$ cat config.mk
export PLATFORM = sky130hd
export DESIGN_NAME = four_channel_crc16_frame_builder
export DESIGN_NICKNAME = d
export VERILOG_FILES = /design/src/hw/rtl/crc16f_pkg.sv /design/src/hw/rtl/crc16f_crc.sv /design/src/hw/rtl/crc16f_ser.sv /design/src/hw/rtl/four_channel_crc16_frame_builder.sv
export SDC_FILE = /design/constraint.sdc
export NUM_CORES = 1
export LEC_CHECK = 0
export BUFFER_PORTS_ARGS = -buffer_cell sky130_fd_sc_hd__buf_4
export CORE_UTILIZATION = 40
export CTS_BUF_LIST = sky130_fd_sc_hd__clkbuf_2
export DETAILED_ROUTE_END_ITERATION = 8
export PLACE_DENSITY = 0.55
export SLEW_MARGIN = 10
export SYNTH_ARGS = -nofsm -noshare
export SYNTH_HDL_FRONTEND = slang
export SYNTH_SLANG_ARGS = --single-unit
$ cat constraint.sdc
create_clock -name clk -period 7.21 [get_ports clk]
set_input_delay 1.442 -clock clk [delete_from_list [all_inputs] [get_ports clk]]
set_output_delay 1.442 -clock clk [all_outputs]
set_load 0.005 [all_outputs]
$ cat src/hw/rtl/crc16f_pkg.sv
// ----------------------------------------------------------------------------
// crc16f_pkg
// Shared widths, types and CRC-16/MODBUS constants for the frame builder.
// ----------------------------------------------------------------------------
package crc16f_pkg;

  localparam int unsigned SAMPLE_W  = 16;
  localparam int unsigned NUM_CH    = 4;
  localparam int unsigned DATA_W    = SAMPLE_W * NUM_CH;
  localparam int unsigned BYTE_W    = 8;
  localparam int unsigned CRC_W     = 16;
  localparam int unsigned FRAME_LEN = 10;
  localparam int unsigned FRAME_W   = FRAME_LEN * BYTE_W;
  localparam int unsigned CNT_W     = 4;

  typedef logic [DATA_W-1:0]             data_t;
  typedef logic [CRC_W-1:0]              crc_t;
  typedef logic [FRAME_W-1:0]            frame_t;
  typedef logic [BYTE_W-1:0]             byte_t;
  typedef logic [CNT_W-1:0]              cnt_t;
  typedef logic [DATA_W-1:0][CRC_W-1:0]  crc_mask_t;

  localparam crc_t CRC_INIT = 16'hFFFF;
  localparam crc_t CRC_POLY = 16'hA001;
  localparam cnt_t LAST_IDX = CNT_W'(FRAME_LEN - 1);

  // Bit-serial reflected CRC, data taken from bit 0 upwards.
  // Only evaluated with constant arguments to build the tables below.
  function automatic crc_t crc_serial(crc_t init, data_t data);
    crc_t c;
    logic fb;
    int   i;
    c = init;
    for (i = 0; i < int'(DATA_W); i++) begin
      fb = c[0] ^ data[i];
      c  = {1'b0, c[CRC_W-1:1]};
      if (fb) begin
        c = c ^ CRC_POLY;
      end
    end
    return c;
  endfunction

  // Contribution of each data bit on its own, with a zero start value.
  function automatic crc_mask_t crc_masks();
    crc_mask_t m;
    int        i;
    for (i = 0; i < int'(DATA_W); i++) begin
      m[i] = crc_serial('0, data_t'(1) << i);
    end
    return m;
  endfunction

  // The CRC is linear: result = CRC of all-zero data ^ masks of set bits.
  localparam crc_t      CRC_ZERO  = crc_serial(CRC_INIT, '0);
  localparam crc_mask_t CRC_MASKS = crc_masks();

endpackage

$ cat src/hw/rtl/crc16f_crc.sv
// ----------------------------------------------------------------------------
// crc16f_crc
// Single-pass CRC-16/MODBUS over the eight sample bytes as an XOR tree.
// ----------------------------------------------------------------------------
module crc16f_crc (
  input  crc16f_pkg::data_t data,
  output crc16f_pkg::crc_t  crc
);

  always_comb begin
    crc16f_pkg::crc_t acc;
    acc = crc16f_pkg::CRC_ZERO;
    for (int i = 0; i < int'(crc16f_pkg::DATA_W); i++) begin
      if (data[i]) begin
        acc = acc ^ crc16f_pkg::CRC_MASKS[i];
      end
    end
    crc = acc;
  end

endmodule

$ cat src/hw/rtl/crc16f_ser.sv
// ----------------------------------------------------------------------------
// crc16f_ser
// Frame register that shifts out one byte per accepted output word.
// ----------------------------------------------------------------------------
module crc16f_ser (
  input  logic                clk,
  input  logic                rst,
  input  logic                load,
  input  crc16f_pkg::frame_t  frame,
  output logic                free,
  output logic                m_axis_tvalid,
  input  logic                m_axis_tready,
  output crc16f_pkg::byte_t   m_axis_tdata,
  output logic                m_axis_tlast
);

  logic                busy;
  crc16f_pkg::cnt_t    cnt;
  crc16f_pkg::frame_t  shreg;
  logic                take;
  logic                last;

  assign take = m_axis_tvalid && m_axis_tready;
  assign last = (cnt == crc16f_pkg::LAST_IDX);
  assign free = !busy || (take && last);

  always_ff @(posedge clk) begin
    if (rst) begin
      busy <= 1'b0;
      cnt  <= '0;
    end else if (load) begin
      busy <= 1'b1;
      cnt  <= '0;
    end else if (take) begin
      cnt <= cnt + 1'b1;
      if (last) begin
        busy <= 1'b0;
      end
    end
  end

  always_ff @(posedge clk) begin
    if (load) begin
      shreg <= frame;
    end else if (take) begin
      shreg <= shreg >> crc16f_pkg::BYTE_W;
    end
  end

  assign m_axis_tvalid = busy;
  assign m_axis_tdata  = shreg[crc16f_pkg::BYTE_W-1:0];
  assign m_axis_tlast  = last;

endmodule

$ cat src/hw/rtl/four_channel_crc16_frame_builder.sv
// ----------------------------------------------------------------------------
// four_channel_crc16_frame_builder
// Packs four 16-bit samples into a 10-byte frame closed by CRC-16/MODBUS.
// ----------------------------------------------------------------------------
// Usage:
//   s_axis carries one word of four samples, channel 0 in the lowest bits.
//   m_axis returns ten byte words per input word: each sample low byte then
//   high byte in channel order, then the CRC low byte and high byte; tlast
//   marks the tenth byte.
//   Path: an accepted input word is held in the input register, then loaded
//   into the frame register once that register is free; its first byte is
//   valid on the output from then on.
//   The single byte output port sets the rate of input words; the input
//   register accepts the next word while the current frame is still
//   draining.
//   Reset (synchronous, active high) empties both registers; the output
//   shows no valid word in the cycle after reset.
//   When the receiver stalls, the current byte holds and the input register
//   fills up once, after which s_axis_tready drops.
// ----------------------------------------------------------------------------
module four_channel_crc16_frame_builder (
  input  logic                clk,
  input  logic                rst,
  input  logic                s_axis_tvalid,
  output logic                s_axis_tready,
  // [15:0] sample_ch0, [31:16] sample_ch1, [47:32] sample_ch2, [63:48] sample_ch3
  input  crc16f_pkg::data_t   s_axis_tdata,
  output logic                m_axis_tvalid,
  input  logic                m_axis_tready,
  // [7:0] frame_byte
  output crc16f_pkg::byte_t   m_axis_tdata,
  output logic                m_axis_tlast
);

  logic                in_full;
  crc16f_pkg::data_t   samples;
  crc16f_pkg::crc_t    crc;
  logic                ser_free;
  logic                ser_load;

  assign ser_load      = in_full && ser_free;
  assign s_axis_tready = !in_full || ser_load;

  always_ff @(posedge clk) begin
    if (rst) begin
      in_full <= 1'b0;
    end else if (s_axis_tvalid && s_axis_tready) begin
      in_full <= 1'b1;
    end else if (ser_load) begin
      in_full <= 1'b0;
    end
  end

  always_ff @(posedge clk) begin
    if (s_axis_tvalid && s_axis_tready) begin
      samples <= s_axis_tdata;
    end
  end

  crc16f_crc u_crc (
    .data (samples),
    .crc  (crc)
  );

  crc16f_ser u_ser (
    .clk           (clk),
    .rst           (rst),
    .load          (ser_load),
    .frame         ({crc, samples}),
    .free          (ser_free),
    .m_axis_tvalid (m_axis_tvalid),
    .m_axis_tready (m_axis_tready),
    .m_axis_tdata  (m_axis_tdata),
    .m_axis_tlast  (m_axis_tlast)
  );

endmodule

# [Word-level counts from Yosys, hierarchy flattened]
# Index checks and enable logic that the tools add are counted.
# Widths: inputs -> output; s select.
[op_classes] shift=0 div_mod_pow=0 n_mux=71 magnitude_cmp=0 n_eq_ne=1 multipliers=0 reduce_logical=13 addsub=1 bitwise_logic=63
[op_table] cell="$mux 16" n=55
[op_table] cell="$not 5->5" n=36
[op_table] cell="$mux 80" n=2
[op_table] cell="$not 7->7" n=12
[op_table] cell="$mux 15" n=5
[op_table] cell="$not 3->3" n=15
[op_table] cell="$mux 14" n=2
[op_table] cell="$mux 13" n=1
[op_table] cell="$mux 12" n=1
[op_table] cell="$reduce_bool 2->1" n=3
[op_table] cell="$mux 1" n=5
[op_table] cell="$add 4x1->4 const B" n=1
[op_table] cell="$eq 4x4->1 const B" n=1
[op_table] cell="$logic_and 1x1->1" n=4
[op_table] cell="$logic_not 1->1" n=2
[op_table] cell="$logic_or 1x1->1" n=2
[op_table] cell="$reduce_and 2->1" n=1
[op_table] cell="$reduce_or 2->1" n=1
[word_totals] ram_bits=0 memories=0 word_cells=154 mem_bits_ro=0 latchBits=0 in_bits=68 out_inout_bits=11 ff_bits=150

# [Logic depth before layout (Yosys ltp)]
[depth] depth_word=128 mapped_depth=10

# [Modules after synthesis]
# Synthesis repeated with hierarchy kept, for this count alone.
[hier_totals] hier_cells=415 hier_area_um2=7038.0
[by_module_without_submodules] mod="crc16f_ser" cells_per_inst=204 area_per_inst_um2=3648.5 seq_area_each_um2=2502.4 n_inst=1
[by_module_without_submodules] mod="four_channel_crc16_frame_builder" cells_per_inst=70 area_per_inst_um2=1984.4 seq_area_each_um2=1941.9 n_inst=1
[by_module_without_submodules] mod="crc16f_crc" cells_per_inst=141 area_per_inst_um2=1405.1 seq_area_each_um2=0.0 n_inst=1

# [Least setup slack after synthesis]
# Ideal clock, no wire load.
[synth_path] kind="input-to-reg" from="input m_axis_tready" to="register samples[0] (enable)" arrival_time_ns=4.767 path_slack_ns=1.936 path_buffers=0 stages=4 setup_ns=0.507 path_cell_list="nand2_1 > nand2_1 > inv_1 > a21oi_1"
[synth_via] elab_chain_cells=6
[synth_rtl] item="start: declaration" line_no="four_channel_crc16_frame_builder.sv:29" text="input logic m_axis_tready,"
[synth_rtl] item="$logic_and 1x1->1" line_no="crc16f_ser.sv:23" text="assign take = m_axis_tvalid && m_axis_tready;"
[synth_rtl] item="$logic_and 1x1->1" line_no="crc16f_ser.sv:25" text="assign free = !busy || (take && last);"
[synth_rtl] item="$logic_or 1x1->1" line_no="crc16f_ser.sv:25"
[synth_rtl] item="$logic_and 1x1->1" line_no="four_channel_crc16_frame_builder.sv:41" text="assign ser_load = in_full && ser_free;"
[synth_rtl] item="$logic_or 1x1->1" line_no="four_channel_crc16_frame_builder.sv:42" text="assign s_axis_tready = !in_full || ser_load;"
[synth_rtl] item="$logic_and 1x1->1" line_no="four_channel_crc16_frame_builder.sv:55" text="if (s_axis_tvalid && s_axis_tready) begin"
[synth_rtl] item="end signal: assignment" line_no="four_channel_crc16_frame_builder.sv:56" text="samples <= s_axis_tdata;"
[synth_rtl] item="end: declaration" line_no="four_channel_crc16_frame_builder.sv:36" text="crc16f_pkg::data_t samples;"
# No other way between the ends.
# A chain may end at the register's enable or synchronous reset.

# [Final worst setup path]
[layout_path] from="register u_ser.cnt[1]" to="output s_axis_tready"
[layout_via] elab_chain_cells=5
[layout_rtl] item="start: declaration" line_no="crc16f_ser.sv:18" text="crc16f_pkg::cnt_t cnt;"
[layout_rtl] item="start signal: assignment" line_no="crc16f_ser.sv:35" text="cnt <= cnt + 1'b1;"
[layout_rtl] item="$eq 4x4->1" line_no="crc16f_ser.sv:24" text="assign last = (cnt == crc16f_pkg::LAST_IDX);"
[layout_rtl] item="$logic_and 1x1->1" line_no="crc16f_ser.sv:25"
[layout_rtl] item="$logic_or 1x1->1" line_no="crc16f_ser.sv:25"
[layout_rtl] item="$logic_and 1x1->1" line_no="four_channel_crc16_frame_builder.sv:41"
[layout_rtl] item="$logic_or 1x1->1" line_no="four_channel_crc16_frame_builder.sv:42"
[layout_rtl] item="end: declaration" line_no="four_channel_crc16_frame_builder.sv:25" text="output logic s_axis_tready,"
# No other way between the ends.

==> impl_metrics.toml <==
[timing]
worst_pin_slew_ns = 1.12
hold_viol = 0
finalCritPeriodShare_pct = 50.3
finalCriticalPeriod_ns = 3.63
final.setup_skew_ns = 0.0356
timing.setup.tns_ns = 0
relSlewSlack_pct = 25.5
rsz0062_at_grt = "no"
drv_slew = 0
max_freq_ghz = 0.276
setup_viol = 0

[worst_hold_path]
hold_path_class = "reg -> reg"
hold_path_depth = 1

[worst_setup_path]
cp-start-kind = "register"
required_ns = 5.77
rrSetupSlack_ns = 4.51
reg2reg_to = "u_ser.shreg[11]"
worstSetupEndpointType = "output pin"
worstPathArrival_ns = 2.19
path_max_fanout = 4
worst-setup-path-type = "reg -> out"
cp-endpoint = "s_axis_tready"
reg2regPathDepth = 8
startpoint = "u_ser.cnt[1]"
r2r-start = "u_ser.cnt[1]"

[clock_tree]
hold_buffers = 0
cts_resized = 0
clockRootBuffer = "clkbuf_2"
cts_buffers = 17
htreeDepth = 4
path_clk_slew_ns = 0.22
cts_buffer_depth = 2
post-cts-setup-buffer-count = 0
cts_num_sinks = 150
cts_tree = "built"
clock_latency_ns = 0.72

[global_route]
grt_usage_pct = 16.5
overflow = 0
grt_start_max_net_pins = 87
grt_pass1_vias = 3691
antenna_found_initial = 1
grt_pass1_wl_mm = 21.2

[synth]
syn_area_mm2 = 0.00697
syn_nets = 488
synth-main-ff-cell = "edfxtp_1"
syn_area_per_cell_um2 = 16.7
ys_ff_latch = 150
ys_seq_area_share_pct = 63.7
synthArstFlopShare_pct = 0
synth.distinct_cells = 27
synth_enable_flop_cells = 144
synthCells = 418
ys_warn_count = 0

[route]
routed_wl_mm = 13.9
viasPerCell = 4.74
ant_nets = 0
vias = 3482
first_pass_iters = 4
drt_iter0_markers = 190
drc = 0
wl_per_cell_um = 18.9

[placed_design]
portBuffers = 78
place.gp.congestion = 0.817
dp_hpwl_mm = 9.39
dp.cells = 701

[die]
start_util_pct = 41.5
die_h_um = 134
die_w_um = 134
core_mm2 = 0.0168
num_io_pins = 79
rows = 47
dieArea_mm2 = 0.0180

[pwr]
p_comb_share_pct = 24.8
worst_ir_drop_vdd_mv = 0.133
switchingPower_mw = 0.570
p_int_mw = 1.50
sw_frac_of_total_pct = 27.5
power_density_mw_per_mm2 = 258
seqPwrFrac_pct = 53.0
power_leakage_nw = 2.92
power_frac_clock_pct = 22.2

[finish]
num-nets-final = 570
final_cells = 734
area_growth_pct = 15.0
drive_gt1_share_pct = 36.5

[outcome]
status = "complete, no violations"

[run]
maxCapViolations = 0
per-layer routing:
layer / track usage, % / vias up / share of wire [%]
met5: 0 / - / 0
met4: 5.99 / 0 / 1.4
met3: 3.82 / 11 / 4.1
met2: 25.5 / 72 / 46
met1: 22.8 / 1734 / 48
li1: - / 1665 / -
cell usage in the layout (no fill, tap or decap), types with 4 or more instances in the layout:
cell type	Yosys	routed
dfxtp_1	6	6
nand2_1	12	11
edfxtp_1	144	144
buf_4	8	81
clkbuf_2	0	19
o21ai_0	6	6
xnor3_1	12	12
inv_1	4	4
clkinv_4	0	4
xor2_1	26	26
mux2_2	65	65
clkinv_2	0	4
nor2_1	8	8
xnor2_1	94	94
synth_stat cells, drive strengths merged, types with 2 or more instances:
cell type	number	area share (%)
edfxtp	144	62
xnor2	98	13
mux2	65	10
xor2	26	3.3
xnor3	15	4.9
buf	13	1.1
nand2	12	0.65
nor2	8	0.43
o21ai	7	0.50
dfxtp	6	1.7
clkbuf	5	0.27
inv	4	0.22
a21oi	3	0.22
nor3	3	0.22
and2	2	0.18
ha	2	0.36
worst min path at each step:
stage | from | end | slack (ns)
detailed placement | u_ser.shreg[76] | u_ser.shreg[68] | 0.52
finish | u_ser.shreg[39] | u_ser.shreg[31] | 0.54
global placement | u_ser.cnt[1] | u_ser.cnt[1] | 0.52
CTS | u_ser.shreg[39] | u_ser.shreg[31] | 0.55
global route | u_ser.shreg[39] | u_ser.shreg[31] | 0.55
floorplan | in_full | u_ser.m_axis_tvalid | 0.49
critical path, cell delays in order (launching register included):
cell and delay [ns]:
dfxtp_1 0.42, inv_1 0.06, ha_1 0.17, and3b_1 0.21
nand2_1 0.09, nand2_1 0.12, inv_1 0.16, nand2_1 0.09
buf_4 0.15
state kept, by name, indices dropped and copies added, names as in the netlist:
signal,flops
in_full,1
samples,64
u_ser.cnt,4
u_ser.m_axis_tvalid,1
u_ser.shreg,80
per-stage QoR:
step / utilization [%] / hold slack [ns] / instance area [um2] / power (mW) / setup slack, ns
6_report: 47.7 / 0.543 / 8020 / 2.07 / 3.58
5_1_grt: 47.7 / 0.550 / 8020 / 2.17 / 3.39
4_1_cts: 47.7 / 0.546 / 8020 / 2.10 / 3.51
3_5_place_dp: 46.3 / 0.516 / 7790 / 1.63 / 3.63
3_3_place_gp: 46.3 / 0.515 / 7790 / 1.63 / 3.69
2_1_floorplan: - / 0.486 / 6970 / 1.51 / 1.94
kinds of logic after synthesis:
group                      count (synthesis)  share of synthesized area (%)
adders and majority gates                  2                          0.359
and+or+nand+nor                           28                           1.78
xor gates and xnor gates                 139                           21.1
DFF                                      150                           63.7
AOI/OAI and AO/OA                         12                          0.951
buffers and inverters                     22                           1.63
muxes                                     65                           10.5
power groups by stage:
stage	Sequential [mW]	Combinational (mW)	Clock [mW]
after global placement	1.12	0.511	0
after CTS	1.10	0.520	0.480
after global routing	1.11	0.555	0.513
after detailed placement	1.12	0.512	0
after floorplan	1.10	0.408	0
final	1.10	0.513	0.460
cell type report:
cell class | instances | area [um2]
clock buffers | 19 | 95.1
well taps | 220 | 275
multi-input cells | 246 | 2450
fillers | 1512 | 8800
flip-flops and latches | 150 | 4440
repair buffers | 81 | 608
clock inverters | 13 | 134
diodes | 1 | 2.50
inverters | 4 | 15.0
No activity file was read; power rests on OpenSTA's default activity.
